==> config.mk <==
export PLATFORM = sky130hd
export DESIGN_NAME = fpa_div_cell
export DESIGN_NICKNAME = d
export VERILOG_FILES = /design/src/rtl/fpa_pkg.sv /design/src/rtl/fpa_div_cell.sv
export SDC_FILE = /design/constraint.sdc
export NUM_CORES = 1
export LEC_CHECK = 0
export BUFFER_PORTS_ARGS = -buffer_cell sky130_fd_sc_hd__buf_2
export CORE_AREA = 5 5 164 166
export DETAILED_ROUTE_END_ITERATION = 8
export DIE_AREA = 0 0 169 171
export GPL_ROUTABILITY_DRIVEN = 0
export SLEW_MARGIN = 30
export SYNTH_ARGS = -nofsm -noshare
export SYNTH_HDL_FRONTEND = slang
export SYNTH_SLANG_ARGS = --single-unit
export TNS_END_PERCENT = 20
==> constraint.sdc <==
create_clock -name clk -period 0.8 [get_ports clk]
set_input_delay 0.08 -clock clk [delete_from_list [all_inputs] [get_ports clk]]
set_output_delay 0.08 -clock clk [all_outputs]
set_load 0.01 [all_outputs]
==> src/rtl/fpa_pkg.sv <==
package fpa_pkg;

	localparam int FRAC_BITS   = 8;
	localparam int VALUE_WIDTH = 32;
	localparam int OP_WIDTH    = 4;
	localparam int DVD_WIDTH   = VALUE_WIDTH + FRAC_BITS;
	localparam int DIV_STEPS   = DVD_WIDTH;
	localparam int PROD_WIDTH  = 2 * VALUE_WIDTH;

	typedef enum logic [OP_WIDTH-1:0] {
		OP_ADD      = 4'd0,
		OP_SUB      = 4'd1,
		OP_MUL      = 4'd2,
		OP_DIV      = 4'd3,
		OP_MIN      = 4'd4,
		OP_MAX      = 4'd5,
		OP_INC      = 4'd6,
		OP_DEC      = 4'd7,
		OP_TO_INT   = 4'd8,
		OP_FROM_INT = 4'd9
	} op_t;

	typedef struct packed {
		logic                   use_div;
		logic                   neg;
		logic [VALUE_WIDTH-1:0] rem;
		logic [DVD_WIDTH-1:0]   dvd;
		logic [VALUE_WIDTH-1:0] dsr;
		logic [VALUE_WIDTH-1:0] quo;
		logic [VALUE_WIDTH-1:0] result;
		logic                   less;
		logic                   equal;
		logic                   greater;
		logic                   dz;
	} lane_t;

endpackage

==> src/rtl/fpa_div_cell.sv <==
module fpa_div_cell (
	input  logic            clk,
	input  logic            arst_n,
	input  logic            advance,
	input  logic            valid_in,
	input  fpa_pkg::lane_t  lane_in,
	output logic            valid_q,
	output fpa_pkg::lane_t  lane_q
);

	localparam int W = fpa_pkg::VALUE_WIDTH;

	logic [W:0]     trial;
	logic [W:0]     diff;
	fpa_pkg::lane_t lane;

	assign trial = {lane_in.rem, lane_in.dvd[fpa_pkg::DVD_WIDTH-1]};
	assign diff  = trial - {1'b0, lane_in.dsr};

	always_comb begin
		lane     = lane_in;
		lane.dvd = {lane_in.dvd[fpa_pkg::DVD_WIDTH-2:0], 1'b0};
		if (!diff[W]) begin
			lane.rem = diff[W-1:0];
			lane.quo = {lane_in.quo[W-2:0], 1'b1};
		end else begin
			lane.rem = trial[W-1:0];
			lane.quo = {lane_in.quo[W-2:0], 1'b0};
		end
	end

	always_ff @(posedge clk or negedge arst_n) begin
		if (!arst_n) begin
			valid_q <= 1'b0;
		end else if (advance) begin
			valid_q <= valid_in;
		end
	end

	always_ff @(posedge clk) begin
		if (advance) begin
			lane_q <= lane;
		end
	end

endmodule

==> metrics <==
IO Count=~350; FP Rows=59; register bit count reported by yosys=174; Top FF cell, synth=edfxtp_1; Synthesized Nets=748; Longest Clk Path Bufs=2; GRT Util Overall=19.2%; Clock Root Buffer=clkbuf_16; fin crit share=276%; Synth area leader=edfxtp_1; CP max stage delay=0.36 ns; post-detail-place hpwl=20700 um; layout cells sized above 1=48.5%; Crit Path Max Fanout=8; status=finished with violations; total CTS buffers=17; die area=28900 um^2; DP Area=between 10000 and 15000 um^2; final hold slack=-0.0349 ns; Critical Path, Cell by Cell=buf_2, inv_2, ha_4, a21oi_4, o211ai_1, a221o_1, a211o_1, o21a_1, o211ai_4, inv_4, buf_12, mux2_4; Syn. warnings=0; post-synthesis cell area=7700 um^2; first-pass GRT wire length=42600 um; DRT iter0 DRCs=407; Slew HR=66.2%; Max Freq=0.453 GHz; Initial Util=30.2%; drt first pass iters=4; Place WS=-2.04 ns; hold_sp=lane_in[149]; antenna violations before repair=3; port bufs=350; Core Footprint=25500 um^2; Setup TNS=-84.13 ns; commonest cells in the netlist=173 x edfxtp_1, 44 x nand2_1, 41 x inv_1; Final nets=1395; Post-Synth Simple-Gate Area=6.73%; MaxCap Viol Count=0; Die Ht=171 um; top post-synthesis cells by area=edfxtp_1 68%, ha_1 5.2%, mux2_4 3.5%; final wirelength=roughly 29000 um; Critical Path Source=lane_in[81]; vias per cell=4.56; Slowest cell on crit path=a221o_1; die width=169 um; worst skew pair latency=~0.43 ns; Syn Area/Cell=14.3 um^2; register area share after synthesis=67.8%; worst hold path type=in -> reg; worst endpoint data arrival time=between 2 and 2.5 ns; Synth top area share=between 60% and 70%; minimum clock period=~2.2 ns; post-synth cell types=53; Post-synth EDFFs=173; CTS tree=yes; fraction of registers with async set or reset after synthesis=0.575%; Clock Sinks=around 170; Routed Antenna Nets=0; htree depth=4; RSZ-0062 raised after global routing=true; failing checks=negative hold slack, negative setup slack; worst-margin pin slew=around 0.50 ns; Fillers=2173; Congestion Overflow GR=0; post-synthesis xor/xnor area fraction=2.73%; post-synthesis mux area share=under 10%; WP data required=0.96 ns; Compound-Gate Fraction of Synth Area=about 10%; area added between synthesis and finish=73.9%; Placed Cells=1339; Leakage=0.00603 uW; Setup CP Type=in -> reg; largest net degree at the start of global routing=43; Max Slew Vio Count=0; Cell Pwr Density=1930 nW/um^2; Finished Layout Cells=about 1500; WL/cell=~19 um; VDD IR max=1.11 mV; fin util=52.6%; worst r2r src=valid_q; vias in the first global route=7267; Post-Route Skew=0 ns; final setup margin=-1.41 ns; final hold viol count=5; DRC=0; post-synthesis adder-cell area fraction=5.46%; Final Cell Area=between 10000 and 15000 um^2; Final Setup Violations=around 210; synthesized instance count=537; count leader, synth=edfxtp_1; CP startpoint kind=input pin; vias=about 7000; element type at the critical path end=register; clock-pin slew on the worst setup and hold paths=roughly 0.070 ns; largest family of logic cells by synthesized area=compound AO/OA/AOI/OAI gates
## through the flow
step / hold slack (ns) / total power, uW
after CTS: -0.0461 / 26100
after global routing: -0.0427 / 27000
after global placement: -0.145 / 16800
after floorplan: -0.216 / 13900
after detailed placement: -0.144 / 16800
final: -0.0349 / 25900
## report_power, final
part	internal (uW)	switching [uW]	total, uW
combinational	3300	3040	6340
clock	4170	4060	8230
sequential	11000	244	11300
## layout by cell type, fill, tap and decap left out, types with 5 or more instances in the layout
cell	synthesis	layout
and3_1	6	6
o21ai_0	24	23
nand2_1	44	43
buf_4	1	130
clkbuf_16	0	17
buf_12	0	9
xnor2_1	14	14
buf_2	1	342
mux2_4	18	18
buf_6	3	6
a21oi_2	1	5
ha_1	32	23
o21a_1	6	6
xor2_1	10	10
ha_4	0	8
a21o_1	15	15
nand3_1	11	9
o211ai_1	8	8
dlygate4sd3_1	0	154
edfxtp_1	173	173
nor2b_1	5	5
inv_1	41	36
a21oi_1	34	27
nand4_1	7	7
o21bai_1	5	5
nor2_1	16	15
## registers in the layout, summed over array words and instances (netlist names)
signal and flops:
lane_q 173, valid_q 1
## per-layer routing
| metal | GRT usage [%] | wire [um] | vias up | share of wire [%] |
|---|---|---|---|---|
| li1 | - | - | 3308 | - |
| met1 | 22.1 | 11000 | 3368 | 38 |
| met2 | 34.5 | 14800 | 265 | 51 |
| met3 | 4.97 | 1980 | 47 | 6.9 |
| met4 | 7.28 | 923 | 4 | 3.2 |
| met5 | 0 | 21 | - | 0.073 |
## path summary, 6_finish.rpt
kind | depth (start not counted) | slack, ns | end
worst max register to register | 1 | 0.06 | valid_q
worst min-delay path | 2 | -0.03 | lane_q[150]
max in group asynchronous | 3 | 0.17 | valid_q
worst min register to register | 1 | 0.52 | valid_q
worst max-delay path | 12 | -1.41 | lane_q[168]
min in group asynchronous | 3 | 0.52 | valid_q
## what timing repair did
| item | 4_1_cts | 5_1_grt |
|---|---|---|
| gates resized for setup | 43 | 15 |
| hold endpoints to repair | 161 | 8 |
| endpoints found under the setup margin | 207 | 207 |
| pin swaps | 23 | 10 |
| buffers inserted | 9 | 0 |
| hold buffers | 153 | 1 |
| cloned | 1 | 0 |
## final cells by class
class                           instances  area (um^2)  area share (%)
Antenna cell                            1         2.50          0.0187
Clock buffer                           18          429            3.21
Clock inverter                         14          146            1.09
Inverter                               42          168            1.25
Multi-Input combinational cell        305         2480            18.5
Sequential cell                       174         5220            39.0
Tap cell                              335          419            3.13
Timing Repair Buffer                  644         4520            33.8
## worst max-delay path, delay by kind of cell
kind / cells / cell delay, ns
fa+ha+maj: 1 / 0.21
mux: 1 / 0.29
buf+inv: 4 / 0.41
compound gates: 6 / 1.38
## cell families (layout without fill, tap and decap cells)
kind of cell | after synthesis | count (layout)
buffers and inverters | 58 | 718
xor gates and xnor gates | 24 | 24
other | 1 | 2
AOI/OAI and AO/OA | 120 | 120
adders and majority gates | 33 | 33
DFF | 174 | 174
and+or+nand+nor | 108 | 108
muxes | 19 | 19
No activity file was read; power rests on OpenSTA's default activity.
