## config.mk

```make
export PLATFORM = sky130hd
export DESIGN_NAME = fpa_front_flat
export DESIGN_NICKNAME = d
export VERILOG_FILES = /design/src/rtl/fpa_pkg.sv /design/src/rtl/fpa_in_if.sv /design/src/rtl/fpa_front.sv /design/src/flat_wrapper.sv
export SDC_FILE = /design/constraint.sdc
export NUM_CORES = 2
export LEC_CHECK = 0
export ABC_AREA = 1
export BUFFER_PORTS_ARGS = -buffer_cell sky130_fd_sc_hd__buf_2
export CAP_MARGIN = 20
export CORE_AREA = 3 3 375 377
export CTS_CLUSTER_DIAMETER = 100
export DETAILED_ROUTE_END_ITERATION = 10
export DIE_AREA = 0 0 378 380
export GPL_ROUTABILITY_DRIVEN = 0
export GPL_TIMING_DRIVEN = 1
export MAX_ROUTING_LAYER = met4
export PLACE_DENSITY_LB_ADDON = 0.3
export SYNTH_ARGS = -nofsm -noshare
export SYNTH_HDL_FRONTEND = slang
export SYNTH_SLANG_ARGS = --single-unit
```

## constraint.sdc

```tcl
create_clock -name clk -period 3.15 [get_ports clk]
set_input_delay 0.63 -clock clk [delete_from_list [all_inputs] [get_ports clk]]
set_output_delay 0.63 -clock clk [all_outputs]
set_load 0.02 [all_outputs]
```

## src/rtl/fpa_pkg.sv

```systemverilog
package fpa_pkg;

	localparam int FRAC_BITS   = 8;
	localparam int VALUE_WIDTH = 32;
	localparam int OP_WIDTH    = 4;
	localparam int DVD_WIDTH   = VALUE_WIDTH + FRAC_BITS;
	localparam int DIV_STEPS   = DVD_WIDTH;
	localparam int PROD_WIDTH  = 2 * VALUE_WIDTH;

	typedef enum logic [OP_WIDTH-1:0] {
		OP_ADD      = 4'd0,
		OP_SUB      = 4'd1,
		OP_MUL      = 4'd2,
		OP_DIV      = 4'd3,
		OP_MIN      = 4'd4,
		OP_MAX      = 4'd5,
		OP_INC      = 4'd6,
		OP_DEC      = 4'd7,
		OP_TO_INT   = 4'd8,
		OP_FROM_INT = 4'd9
	} op_t;

	typedef struct packed {
		logic                   use_div;
		logic                   neg;
		logic [VALUE_WIDTH-1:0] rem;
		logic [DVD_WIDTH-1:0]   dvd;
		logic [VALUE_WIDTH-1:0] dsr;
		logic [VALUE_WIDTH-1:0] quo;
		logic [VALUE_WIDTH-1:0] result;
		logic                   less;
		logic                   equal;
		logic                   greater;
		logic                   dz;
	} lane_t;

endpackage

```

## src/rtl/fpa_in_if.sv

```systemverilog
interface fpa_in_if;
	logic                                valid;
	logic                                ready;
	logic [fpa_pkg::OP_WIDTH-1:0]        operation;
	logic signed [fpa_pkg::VALUE_WIDTH-1:0] operand_a;
	logic signed [fpa_pkg::VALUE_WIDTH-1:0] operand_b;

	modport source (output valid, operation, operand_a, operand_b, input ready);
	modport sink (input valid, operation, operand_a, operand_b, output ready);
endinterface

```

## src/rtl/fpa_front.sv

```systemverilog
module fpa_front (
	input  logic            clk,
	input  logic            arst_n,
	input  logic            advance,
	fpa_in_if.sink          operands,
	output logic            valid_s2,
	output fpa_pkg::lane_t  lane_s2
);

	localparam int W = fpa_pkg::VALUE_WIDTH;
	localparam int F = fpa_pkg::FRAC_BITS;

	logic                             valid_s1;
	fpa_pkg::op_t                     op_s1;
	logic signed [W-1:0]              a_s1;
	logic [W-1:0]                     b_s1;
	logic [W-1:0]                     mag_a_s1;
	logic [W-1:0]                     mag_b_s1;
	logic [fpa_pkg::PROD_WIDTH-1:0]   prod_s1;
	logic                             neg_s1;
	logic                             less_s1;
	logic                             equal_s1;
	logic                             greater_s1;
	logic [W-1:0]                     simple_s1;

	logic signed [W-1:0] a;
	logic signed [W-1:0] b;
	logic [W-1:0]        mag_a;
	logic [W-1:0]        mag_b;
	logic                less;
	logic                greater;
	logic [W-1:0]        simple;
	logic [W-1:0]        mul_mag;
	logic [W-1:0]        mul_res;
	logic                b_zero;
	fpa_pkg::lane_t      lane;

	assign operands.ready = advance;
	assign a       = operands.operand_a;
	assign b       = operands.operand_b;
	assign mag_a   = a[W-1] ? W'(-a) : W'(a);
	assign mag_b   = b[W-1] ? W'(-b) : W'(b);
	assign less    = a < b;
	assign greater = a > b;

	always_comb begin
		case (fpa_pkg::op_t'(operands.operation))
			fpa_pkg::OP_ADD:      simple = W'(a + b);
			fpa_pkg::OP_SUB:      simple = W'(a - b);
			fpa_pkg::OP_MIN:      simple = greater ? b : a;
			fpa_pkg::OP_MAX:      simple = less ? b : a;
			fpa_pkg::OP_INC:      simple = W'(a + W'(1));
			fpa_pkg::OP_DEC:      simple = W'(a - W'(1));
			fpa_pkg::OP_TO_INT:   simple = W'(a >>> F);
			fpa_pkg::OP_FROM_INT: simple = W'(a << F);
			default:              simple = '0;
		endcase
	end

	always_ff @(posedge clk or negedge arst_n) begin
		if (!arst_n) begin
			valid_s1 <= 1'b0;
			valid_s2 <= 1'b0;
		end else if (advance) begin
			valid_s1 <= operands.valid;
			valid_s2 <= valid_s1;
		end
	end

	always_ff @(posedge clk) begin
		if (advance) begin
			op_s1      <= fpa_pkg::op_t'(operands.operation);
			a_s1       <= a;
			b_s1       <= b;
			mag_a_s1   <= mag_a;
			mag_b_s1   <= mag_b;
			prod_s1    <= mag_a * mag_b;
			neg_s1     <= a[W-1] ^ b[W-1];
			less_s1    <= less;
			equal_s1   <= a == b;
			greater_s1 <= greater;
			simple_s1  <= simple;
		end
	end

	assign mul_mag = prod_s1[F +: W];
	assign mul_res = neg_s1 ? W'(-mul_mag) : mul_mag;
	assign b_zero  = b_s1 == '0;

	always_comb begin
		lane.use_div = (op_s1 == fpa_pkg::OP_DIV) && !b_zero;
		lane.neg     = neg_s1;
		lane.rem     = '0;
		lane.dvd     = {mag_a_s1, {F{1'b0}}};
		lane.dsr     = mag_b_s1;
		lane.quo     = '0;
		lane.less    = less_s1;
		lane.equal   = equal_s1;
		lane.greater = greater_s1;
		lane.dz      = (op_s1 == fpa_pkg::OP_DIV) && b_zero;
		if (op_s1 == fpa_pkg::OP_MUL) begin
			lane.result = mul_res;
		end else if (op_s1 == fpa_pkg::OP_DIV) begin
			lane.result = a_s1;
		end else begin
			lane.result = simple_s1;
		end
	end

	always_ff @(posedge clk) begin
		if (advance) begin
			lane_s2 <= lane;
		end
	end

endmodule

```

## src/flat_wrapper.sv

```systemverilog
// flat-port wrapper written by rule: the top's interface ports become plain ports
module fpa_front_flat 
  (clk, arst_n, advance, valid_s2, lane_s2, operands_valid, operands_operation, operands_operand_a, operands_operand_b, operands_ready);
  fpa_in_if operands_i ();
  input  logic clk;
  input  logic arst_n;
  input  logic advance;
  output logic valid_s2;
  output fpa_pkg::lane_t lane_s2;
  input wire logic [$bits(operands_i.valid)-1:0] operands_valid;
  input wire logic [$bits(operands_i.operation)-1:0] operands_operation;
  input wire logic [$bits(operands_i.operand_a)-1:0] operands_operand_a;
  input wire logic [$bits(operands_i.operand_b)-1:0] operands_operand_b;
  output wire logic [$bits(operands_i.ready)-1:0] operands_ready;
  assign operands_i.valid = operands_valid;
  assign operands_i.operation = operands_operation;
  assign operands_i.operand_a = operands_operand_a;
  assign operands_i.operand_b = operands_operand_b;
  assign operands_ready = operands_i.ready;
  fpa_front u_core (.clk(clk), .arst_n(arst_n), .advance(advance), .operands(operands_i), .valid_s2(valid_s2), .lane_s2(lane_s2));
endmodule
```

==> flow_summary.json <==
{
  "fin_crit_sh": 2.40,
  "clkSinkCount": 302,
  "worstPathArrival_ns": 7.94,
  "tightest_slew_ns": 0.607,
  "drt_wl_total_um": 178000,
  "numCtsBuffers": 40,
  "yosys-top-cells-count": "nand2_1 (1017), inv_1 (946), nor2_1 (694)",
  "ys_ff_latch": 302,
  "synth_cells": 5000,
  "fp.dieW_um": 378,
  "setup_viol": 64,
  "finClkSkew_ns": 0.0305,
  "synth_edf_count": 300,
  "setup_tns_ns": -147.67,
  "clk_latency_ns": 0.64,
  "drtPass1Iterations": 6,
  "async_flop_share": 0.00662,
  "grt_use_total": 0.254,
  "initial_core_util": 0.300,
  "synth_top_area_frac": 0.303,
  "h-tree-depth": 2,
  "ys_seq_area_frac": 0.220,
  "hold_viol_final": 0,
  "grt_pass1_wl_um": 260000,
  "core_area_um2": 137000,
  "setup.worst_path.end_class": "flop",
  "ant_nets": 0,
  "pin_count": 248,
  "via_per_inst": 4.96,
  "grt_pass1_vias": 40100,
  "yosys-top-cells-area": "fa_1 (30%), edfxtp_1 (22%), nand2_1 (9.3%)",
  "place_ws_ns": -5.25,
  "avgSynthCellArea_um2": 8.25,
  "postLayoutSetupSlackWorst_ns": -4.42,
  "num-fill-cells": 13500,
  "grt_antenna_before_repair": 8,
  "synthFlopType": "edfxtp_1",
  "dp.final_hpwl_um": 145000,
  "period_minus_slack_ns": 7.57,
  "yosysWarnings": 0,
  "grt_max_degree": 90,
  "multi_input_area_um2": 30300,
  "nets": 7086,
  "drc": 0,
  "path_common_cell": "fa_1",
  "slew_headroom": 0.589,
  "synthDistinctLibCells": 67,
  "synth_area_um2": 41200,
  "stdcell_area_um2": 57800,
  "overflow": 0,
  "syn_to_final_growth_pct": 40.1,
  "wl_per_cell_um": 22.2,
  "synth_most_common_cell": "nand2_1",
  "slew_viol_final": 0,
  "violations": "setup timing",
  "drt_iter0_drc": 3743,
  "rsz0062_at_grt": "true",
  "cp.required_ns": 3.52,
  "place_area_um2": 52100,
  "max_freq_ghz": 0.132,
  "fp-row-count": 136,
  "port_buffers": 175,
  "ff_latch_area_um2": 9060,
  "cp_slowest_cell": "fa_1",
  "cts_tree": "built",
  "die_y_um": 380,
  "hp-class": "in -> reg",
  "die_area_um2": 144000,
  "slowest_delay_ns": 0.59,
  "clk_pin_slew_ns": 0.06,
  "clockRootBuffer": "clkbuf_16",
  "crit_type": "in -> reg",
  "clock_path_buffers": 3,
  "drive_gt1_frac": 0.322,
  "worstPathMaxFanout": 4,
  "startpoint_type": "primary input",
  "maxCapViolCount": 0,
  "status": "finished, violations left",
  "yosysTopAreaCell": "fa_1",
  "fin_hold_ws_ns": 0.183,
  "vias": 39700
}
## through the flow
step                      instances   util
after floorplan                5071      -
after global placement         7786  0.379
after detailed placement       7786  0.379
after CTS                      8001  0.415
after global routing           8009  0.420
final                          8010  0.420
## what timing repair did
item,CTS,global route
endpoints found under the hold margin,2,0
setup endpoints to repair,64,71
gates cloned,6,0
resized for setup,599,214
pin swaps,216,136
setup buffers,157,36
hold buffers,1,0
## logic make-up after synthesis
group           count (synthesis)  synth area share
simple gates                 2074             0.208
buf+inv                      1212             0.118
fa+ha+maj                     833             0.366
flops                         302             0.220
other cells                     1         0.0000909
compound gates                506            0.0721
xor+xnor                       72            0.0153
## routing by layer
| metal | track usage | up-vias | wire length, um |
|---|---|---|---|
| met2 | 0.389 | 1964 | 80200 |
| met4 | 0.129 | 0 | 11000 |
| met1 | 0.323 | 19500 | 70000 |
| met5 | - | - | 0 |
| li1 | - | 17800 | - |
| met3 | 0.0434 | 439 | 16300 |
## final timing paths
check                      depth (start not counted)             startpoint                 end  slack, ns
max in group asynchronous                          2                 arst_n     u_core.valid_s1       2.74
setup / recovery                                  32  operands_operand_b[0]  u_core.prod_s1[39]      -4.42
setup reg to reg                                  16      u_core.prod_s1[8]  u_core.lane_s2[34]       0.18
min in group asynchronous                          2                 arst_n     u_core.valid_s2       0.32
hold reg to reg                                    0     u_core.mag_b_s1[3]  u_core.lane_s2[71]       0.42
hold / removal                                     1  operands_operand_b[1]      u_core.b_s1[1]       0.18
## critical path, delay by kind of cell
family	cells	cell delay (ns)
compound gates	5	0.87
fa+ha+maj	10	4.51
buf+inv	6	0.64
simple gates	10	1.06
xor+xnor	1	0.19
## flip-flops by register name (all words and copies together), names as in the netlist
signal	cells
u_core.valid_s1	1
u_core.less_s1	1
u_core.a_s1	31
u_core.greater_s1	1
u_core.simple_s1	32
u_core.mag_a_s1	32
u_core.neg_s1	1
u_core.equal_s1	1
u_core.op_s1	4
u_core.valid_s2	1
u_core.b_s1	31
u_core.mag_b_s1	32
u_core.prod_s1	32
u_core.lane_s2	102
## cells in the final DEF, fill, tap and decap left out, drive strengths merged, types with 12 or more instances in the layout
master | netlist | routed
fa | 625 | 625
ha | 208 | 208
nor2 | 715 | 715
xor2 | 44 | 44
inv | 969 | 978
edfxtp | 300 | 300
nand2 | 1045 | 1045
clkinv | 16 | 29
o22ai | 38 | 38
buf | 108 | 1290
o21ai | 164 | 164
o21a | 12 | 12
or2 | 17 | 17
clkbuf | 119 | 44
xnor2 | 28 | 28
nand3 | 171 | 171
nor4 | 19 | 19
a21oi | 189 | 189
nand4 | 43 | 43
conb | 1 | 72
nor3 | 49 | 49
o211ai | 33 | 33
## layout make-up
type / instances / share of cell area
inverters: 985 / 0.0663
clock inverters: 31 / 0.00615
diodes: 4 / 0.000173
flip-flops and latches: 302 / 0.157
repair inverters: 1 / 0.000108
clock buffers: 42 / 0.0174
repair buffers: 1294 / 0.190
well taps: 1794 / 0.0388
multi-input cells: 3557 / 0.525
Power is not shown: default switching activity piles up to over one toggle a cycle in this logic, so the estimate is an artifact.
