--- src/rtl/fpa_pkg.sv ---
package fpa_pkg;

	localparam int FRAC_BITS   = 8;
	localparam int VALUE_WIDTH = 32;
	localparam int OP_WIDTH    = 4;
	localparam int DVD_WIDTH   = VALUE_WIDTH + FRAC_BITS;
	localparam int DIV_STEPS   = DVD_WIDTH;
	localparam int PROD_WIDTH  = 2 * VALUE_WIDTH;

	typedef enum logic [OP_WIDTH-1:0] {
		OP_ADD      = 4'd0,
		OP_SUB      = 4'd1,
		OP_MUL      = 4'd2,
		OP_DIV      = 4'd3,
		OP_MIN      = 4'd4,
		OP_MAX      = 4'd5,
		OP_INC      = 4'd6,
		OP_DEC      = 4'd7,
		OP_TO_INT   = 4'd8,
		OP_FROM_INT = 4'd9
	} op_t;

	typedef struct packed {
		logic                   use_div;
		logic                   neg;
		logic [VALUE_WIDTH-1:0] rem;
		logic [DVD_WIDTH-1:0]   dvd;
		logic [VALUE_WIDTH-1:0] dsr;
		logic [VALUE_WIDTH-1:0] quo;
		logic [VALUE_WIDTH-1:0] result;
		logic                   less;
		logic                   equal;
		logic                   greater;
		logic                   dz;
	} lane_t;

endpackage

--- src/rtl/fpa_out_if.sv ---
interface fpa_out_if;
	logic                                   valid;
	logic                                   ready;
	logic signed [fpa_pkg::VALUE_WIDTH-1:0] result_value;
	logic                                   a_less;
	logic                                   a_equal;
	logic                                   a_greater;
	logic                                   divide_by_zero;

	modport source (output valid, result_value, a_less, a_equal, a_greater, divide_by_zero,
		input ready);
	modport sink (input valid, result_value, a_less, a_equal, a_greater, divide_by_zero,
		output ready);
endinterface

--- src/rtl/fpa_finish.sv ---
module fpa_finish (
	input  logic            clk,
	input  logic            arst_n,
	input  logic            valid_in,
	input  fpa_pkg::lane_t  lane_in,
	output logic            advance,
	fpa_out_if.source       results
);

	localparam int W = fpa_pkg::VALUE_WIDTH;

	logic         valid_q;
	logic [W-1:0] value;

	assign advance = !valid_q || results.ready;

	always_comb begin
		if (lane_in.use_div) begin
			value = lane_in.neg ? W'(-lane_in.quo) : lane_in.quo;
		end else begin
			value = lane_in.result;
		end
	end

	always_ff @(posedge clk or negedge arst_n) begin
		if (!arst_n) begin
			valid_q <= 1'b0;
		end else if (advance) begin
			valid_q <= valid_in;
		end
	end

	always_ff @(posedge clk) begin
		if (advance) begin
			results.result_value   <= value;
			results.a_less         <= lane_in.less;
			results.a_equal        <= lane_in.equal;
			results.a_greater      <= lane_in.greater;
			results.divide_by_zero <= lane_in.dz;
		end
	end

	assign results.valid = valid_q;

endmodule

--- src/flat_wrapper.sv ---
// flat-port wrapper written by rule: the top's interface ports become plain ports
module fpa_finish_flat 
  (clk, arst_n, valid_in, lane_in, advance, results_valid, results_result_value, results_a_less, results_a_equal, results_a_greater, results_divide_by_zero, results_ready);
  fpa_out_if results_i ();
  input  logic clk;
  input  logic arst_n;
  input  logic valid_in;
  input  fpa_pkg::lane_t lane_in;
  output logic advance;
  output wire logic [$bits(results_i.valid)-1:0] results_valid;
  output wire logic [$bits(results_i.result_value)-1:0] results_result_value;
  output wire logic [$bits(results_i.a_less)-1:0] results_a_less;
  output wire logic [$bits(results_i.a_equal)-1:0] results_a_equal;
  output wire logic [$bits(results_i.a_greater)-1:0] results_a_greater;
  output wire logic [$bits(results_i.divide_by_zero)-1:0] results_divide_by_zero;
  input wire logic [$bits(results_i.ready)-1:0] results_ready;
  assign results_valid = results_i.valid;
  assign results_result_value = results_i.result_value;
  assign results_a_less = results_i.a_less;
  assign results_a_equal = results_i.a_equal;
  assign results_a_greater = results_i.a_greater;
  assign results_divide_by_zero = results_i.divide_by_zero;
  assign results_i.ready = results_ready;
  fpa_finish u_core (.clk(clk), .arst_n(arst_n), .valid_in(valid_in), .lane_in(lane_in), .advance(advance), .results(results_i));
endmodule
--- config.mk ---
export PLATFORM = sky130hd
export DESIGN_NAME = fpa_finish_flat
export DESIGN_NICKNAME = d
export VERILOG_FILES = /design/src/rtl/fpa_pkg.sv /design/src/rtl/fpa_out_if.sv /design/src/rtl/fpa_finish.sv /design/src/flat_wrapper.sv
export SDC_FILE = /design/constraint.sdc
export NUM_CORES = 1
export LEC_CHECK = 0
export ABC_AREA = 1
export BUFFER_PORTS_ARGS = -buffer_cell sky130_fd_sc_hd__buf_4
export CORE_UTILIZATION = 35
export CTS_BUF_LIST = sky130_fd_sc_hd__clkbuf_4 sky130_fd_sc_hd__clkbuf_8
export DETAILED_ROUTE_END_ITERATION = 8
export PLACE_DENSITY = 0.78
export SLEW_MARGIN = 10
export SYNTH_ARGS = -nofsm -noshare
export SYNTH_HDL_FRONTEND = slang
export SYNTH_SLANG_ARGS = --single-unit
--- constraint.sdc ---
create_clock -name clk -period 1.7 [get_ports clk]
set_input_delay 0.34 -clock clk [delete_from_list [all_inputs] [get_ports clk]]
set_output_delay 0.34 -clock clk [all_outputs]
set_load 0.05 [all_outputs]
==> summary.md, run 1 <==
| Metric | Value |
|---|---|
| Status | finished, final reports clean |
| Slowest CP cell | nor2_2 |
| Crit Path Max Fanout | 6 |
| Rows | 30 |
| Asr flop ratio synth | 2.70% |
| Crit path buf inv count | 2 |
| Via density per instance | 4.78 |
| CTS tree | built |
| Post-synth EDFFs | 36 |
| Starting Density | 36.2% |
| Syn_nets | 505 |
| CP Cell Sequence | buf_4 > inv_1 > ha_1 > nand2_1 > nand2_1 > nand3_1 > nor2_2 > nand3b_1 > nand3_1 > nand2_1 |
| CP startpoint | lane_in[36] |
| Fillers | 659 |
| Worst-skew pair later-pin latency | 0.30 ns |
| Final ANT Viol Nets | 0 |
| Worst r2r path cells | 2 |
| Hpwl dp | 5.84 mm |
| Area contributors post-synth | edfxtp_1 44%, nand2_1 17%, nand3_1 8.2% |
| R2r startpoint | u_core.results.valid |
| First DRT Iteration DRCs | 183 |
| Final Setup Violations | 0 |
| CP Class | primary input to register |
| Yosys top cell area share | 44.0% |
| Root Buffer Master | clkbuf_8 |
| Period utilization | 88.3% |
| Pin count of the biggest net entering global routing | 32 |
| Die Y | 85.8 microns |
| H-tree depth | 2 |
| Seq/Total Area, Yosys | 45.0% |
| Worst slew margin | 76.7% |
| Die ar. | 0.00736 sq mm |
| Ys flop type | edfxtp_1 |
| DR pass1 iterations | 4 |
| Distinct cells, synth | 26 |
| MaxCap Viol Count | 0 |
| R2r setup slk | 0.49 ns |
| Worst vdd ir | 478 uV |
| Power per cell area | 773 mW/mm^2 |
| Critical path endpoint category | register |
| Yosys top cell by area | edfxtp_1 |
| Worst endpoint required time | 1.76 ns |
| Layout Skew | 0.00708 ns |
| Final wirelength | 7.47 mm |
| Vias in the first global route | 2424 |
| Fin crit period | 1.50 ns |
| Worst path depth | 10 |
| Final setup TNS | 0 ns |
| I/O Pins | 216 |
| Core Area | 0.00679 sq mm |
| Final Net Count | 623 |
| Ant. Diodes | 0 |
| Synth cell count leaders | 113 x nand2_1, 40 x nand3_1, 36 x edfxtp_1 |
| Hold WC Path Type | primary input to register |
| Yosys warning count | 0 |
| CP max stage delay | 0.27 ns |
| Total Power | 2.75 mW |
| Clock Path Buffers | 2 |
| Crit path arrival time | 1.56 ns |
| Worst Max-Slew Pin Slew | 0.346 ns |
| Unrepaired setup endpoints after global routing | no |
| CP delay by family, top | simple AND/OR/NAND/NOR gates |
| Most frequent CP cell | nand2_1 |
| CP Launch Type | primary input |
| CTS sink cnt | 37 |
| CP Capture Point | u_core.results.result_value[30] |
| Syn avg cell area | 7.53 sq um |
| Post-CTS sizing | 0 |
| Port Buf Inserts | 111 |
| Post-Synthesis Cells | 326 |
| DRC violations left | 0 |
| Proportion of layout cells with a drive suffix above 1 | 31.9% |
| GRT Util Overall | 21.1% |
| Reg2reg end | u_core.results.result_value[17] |
| Final hold viol count | 0 |
| Top-count cell post-synth | nand2_1 |
| Pleak | 1.70 nW |
| Die width | 85.8 microns |
| Area delta synth->final | 44.7% |
| Max Fclk | 0.666 GHz |
| Max Slew Vio Count | 0 |
| Final Wtd Congestion | 0.854 |
| Worst-path clk slew | 0.08 ns |
| Drt wl/cell | 13.8 microns |
| GR Overflow Total | 0 |
| Cts bufs inserted | 5 |
| Synthesized flop and latch total | 37 |
| Via count | 2584 |
| Synthesized area | 0.00246 sq mm |
| First-pass GRT wire length | 11.9 mm |
| Initial antenna violation count | 0 |
## metal layers
layer,track usage [%],up-vias,share of wire (%)
li1,-,1312,-
met1,29.8,1166,48
met2,33.2,98,44
met3,3.75,8,6.3
met4,6.36,0,1.2
met5,0,-,0
## placed cells by master, fill, tap and decap left out, types with 2 or more instances in the layout
master,netlist,final
o21ai_0,19,19
nand3_2,2,2
buf_4,1,121
xor2_1,8,8
nand2_2,2,2
a31oi_1,4,4
nand4_1,7,7
nor2_1,33,33
nand3_1,40,40
o21ai_2,2,2
nor2_2,3,3
a21oi_1,2,2
nand3b_1,7,7
nand2_1,113,112
nor2_4,2,2
nor3_1,2,2
clkbuf_8,0,7
inv_1,27,27
edfxtp_1,36,36
## where the power goes
group	leakage [nW]	internal, mW	switching, mW
logic	1.27	0.319	0.596
clock network	0.0542	0.367	0.331
registers	0.377	1.11	0.0276
total	1.70	1.79	0.955
## what timing repair did
action | 4_1_cts | 5_1_grt
hold endpoints to repair | 1 | 0
hold buffers | 1 | 0
setup buffers | 0 | 0
## layout make-up
cell class | instances | area (sq um) | area share (%)
clock buffers | 7 | 96.3 | 2.71
clock inverters | 1 | 5.00 | 0.141
inverters | 27 | 101 | 2.85
multi-input cells | 250 | 1190 | 33.4
flip-flops and latches | 37 | 1110 | 31.1
well taps | 96 | 120 | 3.38
repair buffers | 123 | 938 | 26.4
## flip-flops by register name, summed over array words and instances (netlist names)
signal and count:
u_core.results.a_greater 1, u_core.results.result_value 32, u_core.results.valid 1, u_core.results.divide_by_zero 1, u_core.results.a_equal 1, u_core.results.a_less 1
## per-stage QoR
step	hold WS, ns	area (sq um)	instances	util, %	setup slack [ns]
floorplan	0.0444	2460	326	-	0.234
global placement	0.115	3440	532	50.7	-0.0915
detailed placement	0.116	3440	532	50.7	-0.104
CTS	0.208	3550	541	52.3	0.197
global route	0.204	3550	541	52.3	0.0709
finish	0.216	3550	541	52.3	0.198
## logic make-up (layout without fill, tap and decap cells)
kind of cell / Yosys count / after routing / synth area share [%]
and+or+nand+nor: 212 / 212 / 38.1
buffers and inverters: 39 / 158 / 6.98
xor gates and xnor gates: 9 / 9 / 3.21
DFF: 37 / 37 / 45.0
adders and majority gates: 1 / 1 / 0.509
AOI/OAI and AO/OA: 28 / 28 / 6.21
## worst min path at each step
stage	slack, ns	cells past startpoint	start	endpoint
2_1_floorplan	0.04	0	arst_n	u_core.results.valid
3_3_place_gp	0.12	1	arst_n	u_core.results.valid
3_5_place_dp	0.12	1	arst_n	u_core.results.valid
4_1_cts	0.21	1	lane_in[2]	u_core.results.a_equal
5_1_grt	0.20	1	lane_in[2]	u_core.results.a_equal
6_report	0.22	1	lane_in[3]	u_core.results.a_less
No activity file was read; power rests on OpenSTA's default activity.
==> run 2, diff against run 1 <==
--- a/config.mk
+++ b/config.mk
@@ -7,6 +7,7 @@
 export LEC_CHECK = 0
 export ABC_AREA = 1
 export BUFFER_PORTS_ARGS = -buffer_cell sky130_fd_sc_hd__buf_4
+export CORE_ASPECT_RATIO = 2
 export CORE_UTILIZATION = 35
 export CTS_BUF_LIST = sky130_fd_sc_hd__clkbuf_4 sky130_fd_sc_hd__clkbuf_8
 export DETAILED_ROUTE_END_ITERATION = 8
==> run 2 against run 1 <==
- cell count shrank 1.5%
- final area is 0.28% lower
- critical path depth unchanged
- clock power down 3.2%
- combinational power fell by 0.7%
- setup slack worse by 0.022 ns
- register-to-register slack gained 0.08 ns
- sequential share of layout area up 0.088 points
- clock-buffer cell count unchanged
- power is 1.2% lower
- clock skew up 0.0045 ns
- fmax shrank 1.4%
- highest routed layer unchanged
==> summary.md, run 2 (same netlist as run 1, synthesis figures left out) <==
| Metric | Value |
|---|---|
| Hpwl dp | 5.69 mm (was 5.84 mm) |
| Worst Max-Slew Pin Slew | 0.315 ns (was 0.346 ns) |
| I/O Pins | 216 (unchanged) |
| Reg2reg end | u_core.results.result_value[0] (was u_core.results.result_value[17]) |
| Area delta synth->final | 44.3% (was 44.7%) |
| H-tree depth | 2 (unchanged) |
| Hold path cells | 1 (unchanged) |
| Slowest CP cell | nor2_2 (unchanged) |
| Core Area | 0.00667 sq mm (was 0.00679 sq mm) |
| Worst vdd ir | 336 uV (was 478 uV) |
| First-pass GRT wire length | 11.1 mm (was 11.9 mm) |
| Hold WC Path Type | primary input to register (unchanged) |
| Max Slew Vio Count | 0 (unchanged) |
| Internal | 1.79 mW (about the same) |
| Setup Fix Bufs, Post-CTS | 0 (unchanged) |
| Post-layout utilization of the core | 53.1% (was 52.3%) |
| Final hold viol count | 0 (unchanged) |
| Vias in the first global route | 2491 (was 2424) |
| Final Wtd Congestion | 0.869 (was 0.854) |
| Hold Slack | 0.224 ns (was 0.216 ns) |
| Worst r2r path cells | 2 (unchanged) |
| CP delay by family, top | simple AND/OR/NAND/NOR gates (unchanged) |
| Die Y | 120 microns (was 85.8 microns) |
| CTS sink cnt | 37 (unchanged) |
| Die width | 61.2 microns (was 85.8 microns) |
| Switch share | 33.9% (was 34.7%) |
| Sw Pwr | 0.921 mW (was 0.955 mW) |
| Final wirelength | 7.05 mm (was 7.47 mm) |
| CP Launch Type | primary input (unchanged) |
| GRT Util Overall | 20.2% (was 21.1%) |
| Clock Path Buffers | 2 (unchanged) |
| Crit path arrival time | 1.58 ns (was 1.56 ns) |
| Commonest non-fill, non-tap cell in the layout | buf_4 (unchanged) |
| Comb pwr share | 33.5% (was 33.3%) |
| GR Overflow Total | 0 (unchanged) |
| Starting Density | 36.8% (was 36.2%) |
| R2r startpoint | u_core.results.valid (unchanged) |
| Final ANT Viol Nets | 0 (unchanged) |
| Sequential Power Share | 41.7% (was 41.3%) |
| Final Net Count | 623 (unchanged) |
| Worst endpoint required time | 1.75 ns (was 1.76 ns) |
| Period utilization | 89.6% (was 88.3%) |
| Drt wl/cell | 13.2 microns (was 13.8 microns) |
| Die ar. | 0.00738 sq mm (was 0.00736 sq mm) |
| Hold path start | lane_in[3] (unchanged) |
| R2r setup slk | 0.57 ns (was 0.49 ns) |
| DR pass1 iterations | 4 (unchanged) |
| Layout Skew | 0.0116 ns (was 0.00708 ns) |
| Crit Path Max Fanout | 6 (unchanged) |
| Power per cell area | 766 mW/mm^2 (was 773 mW/mm^2) |
| Most flop-heavy register | u_core.results.result_value (unchanged) |
| Ant. Diodes | 0 (unchanged) |
| CTS tree | built (unchanged) |
| Rows | 42 (was 30) |
| Max Fclk | 0.656 GHz (was 0.666 GHz) |
| Crit path buf inv count | 2 (unchanged) |
| Placed instance count | 524 (was 532) |
| Clk pwr share | 24.9% (was 25.4%) |
| Status | finished, final reports clean (unchanged) |
| Initial antenna violation count | 0 (unchanged) |
| First DRT Iteration DRCs | 97 (was 183) |
| Final Setup Violations | 0 (unchanged) |
| MaxCap Viol Count | 0 (unchanged) |
| Root Buffer Master | clkbuf_8 (unchanged) |
| CP Cell Sequence | buf_4 > inv_1 > ha_1 > nand2_1 > nand2_1 > nand3_1 > nor2_2 > nand3_1 > nand3_1 > nand2_1 (was buf_4 > inv_1 > ha_1 > nand2_1 > nand2_1 > nand3_1 > nor2_2 > nand3b_1 > nand3_1 > nand2_1) |
| CP startpoint | lane_in[36] (unchanged) |
| CP Class | primary input to register (unchanged) |
| Highest-count cells in the layout ignoring fill and taps | 121 x buf_4, 112 x nand2_1, 40 x nand3_1, 36 x edfxtp_1, 33 x nor2_1 (unchanged) |
| Pin count of the biggest net entering global routing | 27 (was 32) |
| CP max stage delay | 0.28 ns (was 0.27 ns) |
| Fillers | 662 (was 659) |
| Worst slew margin | 79.0% (was 76.7%) |
| Fin crit period | 1.52 ns (was 1.50 ns) |
| Worst-path clk slew | 0.07 ns (was 0.08 ns) |
| Proportion of layout cells with a drive suffix above 1 | 31.9% (unchanged) |
| Worst-skew pair later-pin latency | 0.30 ns (about the same) |
| Cts bufs inserted | 5 (unchanged) |
| Port Buf Inserts | 111 (unchanged) |
| DRC violations left | 0 (unchanged) |
| Unrepaired setup endpoints after global routing | no (unchanged) |
| Pleak | 1.71 nW (was 1.70 nW) |
| Via density per instance | 4.72 (was 4.78) |
| Post-route insts no fill | 533 (was 541) |
| Max reg flops | 32 (unchanged) |
| Worst Hold End | u_core.results.a_less (unchanged) |
| Critical path endpoint category | register (unchanged) |
| Via count | 2518 (was 2584) |
==> run 2: cell counts in the layout (fill, tap and decap cells not counted) <==
Identical to the previous run, type by type.
==> run 2: per-layer routing <==
layer  vias up  routed length, microns  GRT usage, %
met2        89                    3520          33.6
met4         0                     148          7.39
met1      1103                    2790          24.3
met3        12                     588          4.81
met5         -                       0             0
li1       1314                       -             -
==> run 2: worst max-delay path by stage <==
stage                                                 end  slack [ns]  cells after the start
after floorplan           u_core.results.result_value[30]        0.23                      9
final                     u_core.results.result_value[26]        0.18                     10
after CTS                 u_core.results.result_value[26]        0.17                     10
after global placement    u_core.results.result_value[26]       -0.06                     10
after global routing      u_core.results.result_value[26]        0.03                     10
after detailed placement  u_core.results.result_value[26]       -0.14                     10
==> run 2: layout make-up <==
cell class,count,area (sq um),area share [%]
clock buffers,7,96.3,2.72
clock inverters,1,5.00,0.141
inverters,27,101,2.86
multi-input cells,250,1190,33.5
flip-flops and latches,37,1110,31.2
well taps,88,110,3.11
repair buffers,123,938,26.5
==> run 2: what timing repair did <==
action,4_1_cts,5_1_grt
resized for setup,0,0
hold endpoints to repair,1,0
hold buffers,1,0
==> run 2: worst register-to-register path, stage by stage, from the launching register on <==
cell and delay, ns:
dfrtp_1 0.41, nand2_4 0.20, buf_12 0.22
==> run 2: per-stage QoR <==
stage          total power, mW  TNS [ns]  area, sq um  setup WS [ns]
6_report                  2.72         0         3540          0.176
5_1_grt                   2.83         0         3540         0.0349
4_1_cts                   2.73         0         3540          0.173
3_5_place_dp              2.06     -1.02         3430         -0.140
3_3_place_gp              2.05    -0.459         3430        -0.0640
2_1_floorplan             1.71         0         2460          0.234
==> run 2: power groups by stage <==
stage	sequential, mW	clock, mW	combinational (mW)
after CTS	1.13	0.689	0.911
final	1.13	0.676	0.909
after global routing	1.14	0.706	0.980
after detailed placement	1.15	0	0.907
after floorplan	1.46	0	0.251
after global placement	1.15	0	0.898
==> run 3, diff against run 2 <==
==> constraint.sdc (replaced) <==
create_clock -name clk -period 1.7 [get_ports clk]
set_input_delay 0.17 -clock clk [delete_from_list [all_inputs] [get_ports clk]]
set_output_delay 0.17 -clock clk [all_outputs]
set_load 0.05 [all_outputs]
==> run 3 against run 2 <==
- power grew 4.3%
- first-iteration DRC count grew 28%
- setup slack lost 0.054 ns
- sequential share of layout area grew 0.30 points
- via count grew 1.4%
- final area shrank 0.95%
- global-route usage grew 0.41 points
- utilization shrank 0.51 points
- register-to-register slack lost 0.06 ns
- critical endpoint is now advance
- largest cell class unchanged
- clock-buffer cell count shrank 1
- non-clock buffer count shrank 7
- critical path type is now register to output pin
- largest power group unchanged
- clock skew shrank 0.0088 ns
==> summary.md, run 3 (same netlist as run 1, synthesis figures left out) <==
| Metric | Value |
|---|---|
| Status | finished, final reports clean (unchanged) |
| Rows | 42 (unchanged) |
| First-pass GRT wire length | 11.3 mm (was 11.1 mm) |
| Ant. Diodes | 0 (unchanged) |
| Initial antenna violation count | 0 (unchanged) |
| Cts bufs inserted | 5 (unchanged) |
| MaxCap Viol Count | 0 (unchanged) |
| Max Fclk | 0.634 GHz (was 0.656 GHz) |
| Power per cell area | 807 mW/mm^2 (was 766 mW/mm^2) |
| Setup Fix Bufs, Post-CTS | 0 (unchanged) |
| H-tree depth | 2 (unchanged) |
| GR Overflow Total | 0 (unchanged) |
| Unrepaired setup endpoints after global routing | no (unchanged) |
| Post-CTS Hold Fix Bufs | 1 (unchanged) |
| Crit path arrival time | 1.41 ns (was 1.58 ns) |
| Max reg flops | 32 (unchanged) |
| Final ANT Viol Nets | 0 (unchanged) |
| Worst slew margin | 65.8% (was 79.0%) |
| Final wirelength | 7.12 mm (was 7.05 mm) |
| First DRT Iteration DRCs | 124 (was 97) |
| Final Setup Violations | 0 (unchanged) |
| Starting Density | 36.8% (unchanged) |
| DR pass1 iterations | 4 (unchanged) |
| Worst endpoint required time | 1.53 ns (was 1.75 ns) |
| Worst-path clk slew | 0.07 ns (about the same) |
| CTS tree | built (unchanged) |
| Design Area, Final | 0.00351 sq mm (was 0.00354 sq mm) |
| Root Buffer Master | clkbuf_8 (unchanged) |
| Final Net Count | 616 (was 623) |
| CP Launch Type | register (was primary input) |
| DP Area | 0.00338 sq mm (was 0.00343 sq mm) |
| Final setup TNS | 0 ns (unchanged) |
| Drt wl/cell | 13.5 microns (was 13.2 microns) |
| GRT Util Overall | 20.6% (was 20.2%) |
| Critical path endpoint category | output pin (was register) |
| Worst vdd ir | 266 uV (was 336 uV) |
| Port Buf Inserts | 111 (unchanged) |
| Hpwl dp | 5.66 mm (was 5.69 mm) |
| Die Y | 120 microns (unchanged) |
| Fin crit period | 1.58 ns (was 1.52 ns) |
| Area delta synth->final | 42.9% (was 44.3%) |
| Max Slew Vio Count | 0 (unchanged) |
| Final hold viol count | 0 (unchanged) |
| Hold WC Path Type | primary input to register (unchanged) |
| Period utilization | 92.8% (was 89.6%) |
| Via count | 2552 (was 2518) |
| Core Area | 0.00667 sq mm (unchanged) |
| Vias in the first global route | 2390 (was 2491) |
| Die ar. | 0.00738 sq mm (unchanged) |
| CTS sink cnt | 37 (unchanged) |
| Pin count of the biggest net entering global routing | 40 (was 27) |
| Highest-count cells in the layout ignoring fill and taps | 114 x buf_4, 112 x nand2_1, 40 x nand3_1, 36 x edfxtp_1, 33 x nor2_1 (was 121 x buf_4, 112 x nand2_1, 40 x nand3_1, 36 x edfxtp_1, 33 x nor2_1) |
| Clock Path Buffers | 2 (unchanged) |
| Most flop-heavy register | u_core.results.result_value (unchanged) |
| Worst-skew pair later-pin latency | 0.29 ns (was 0.30 ns) |
| CP Class | register to output pin (was primary input to register) |
| Via density per instance | 4.85 (was 4.72) |
| Crit Path Max Fanout | 38 (was 6) |
| Final Wtd Congestion | 0.885 (was 0.869) |
| Post-CTS sizing | 0 (unchanged) |
| Worst Max-Slew Pin Slew | 0.513 ns (was 0.315 ns) |
| Layout Skew | 0.00272 ns (was 0.0116 ns) |
| Pleak | 1.68 nW (was 1.71 nW) |
| Proportion of layout cells with a drive suffix above 1 | 30.8% (was 31.9%) |
| DRC violations left | 0 (unchanged) |
| Commonest non-fill, non-tap cell in the layout | buf_4 (unchanged) |
| I/O Pins | 216 (unchanged) |
| Die width | 61.2 microns (unchanged) |
[run 3: changes by cell type in the layout (fill, tap and decap cells not counted)]
| cell | change |
|---|---|
| buf_4 | -7 |
| bufinv_16 | +1 |
| clkbuf_8 | -1 |
| clkinv_2 | -1 |
| clkinvlp_4 | +1 |
[run 3: metal layers]
metal | vias to the layer above | track usage [%] | routed length [microns]
met5 | - | 0 | 0
met1 | 1138 | 26.4 | 2930
li1 | 1299 | - | -
met3 | 20 | 4.17 | 517
met2 | 95 | 31.9 | 3420
met4 | 0 | 10.1 | 249
[run 3: metrics by stage]
step                      power [mW]  utilization, %  instances  worst slack [ns]  hold WS (ns)
after floorplan                 1.71               -        326             0.276        -0.126
after global placement          2.04            50.6        517            0.0908       -0.0546
after detailed placement        2.05            50.6        517            0.0443       -0.0534
after CTS                       2.86            52.6        526             0.101        0.0399
after global routing            2.96            52.6        526            0.0534        0.0405
final                           2.83            52.6        526             0.122        0.0504
[run 3: layout make-up]
| type | instances | area (sq um) |
|---|---|---|
| fill | 673 | 3160 |
| multi-input combinational | 250 | 1190 |
| sequential | 37 | 1110 |
| timing repair buffer | 116 | 886 |
| tap | 88 | 110 |
| inverter | 27 | 101 |
| clock buffer | 6 | 82.6 |
| clock inverter | 2 | 37.5 |
[run 3: path summary, 6_finish.rpt]
| path | cells after the start | slack (ns) | startpoint | to |
|---|---|---|---|---|
| max in group asynchronous | 2 | 1.42 | arst_n | u_core.results.valid |
| worst min register to register | 2 | 0.86 | u_core.results.valid | u_core.results.valid |
| min in group asynchronous | 2 | 0.20 | arst_n | u_core.results.valid |
| worst max register to register | 1 | 0.51 | u_core.results.valid | u_core.results.result_value[2] |
| worst min-delay path | 1 | 0.05 | lane_in[0] | u_core.results.divide_by_zero |
| worst max-delay path | 2 | 0.12 | u_core.results.valid | advance |
[run 3: report_power, final]
group / switching [mW] / leakage [nW] / internal, mW
Clock: 0.324 / 0.0574 / 0.477
Sequential: 0.0265 / 0.377 / 1.11
Combinational: 0.587 / 1.24 / 0.310
Total: 0.937 / 1.68 / 1.90
[run 3: critical path: stages, from the launching register on]
cell     delay [ns]
dfrtp_1        0.41
nand2_4        0.41
buf_4          0.30
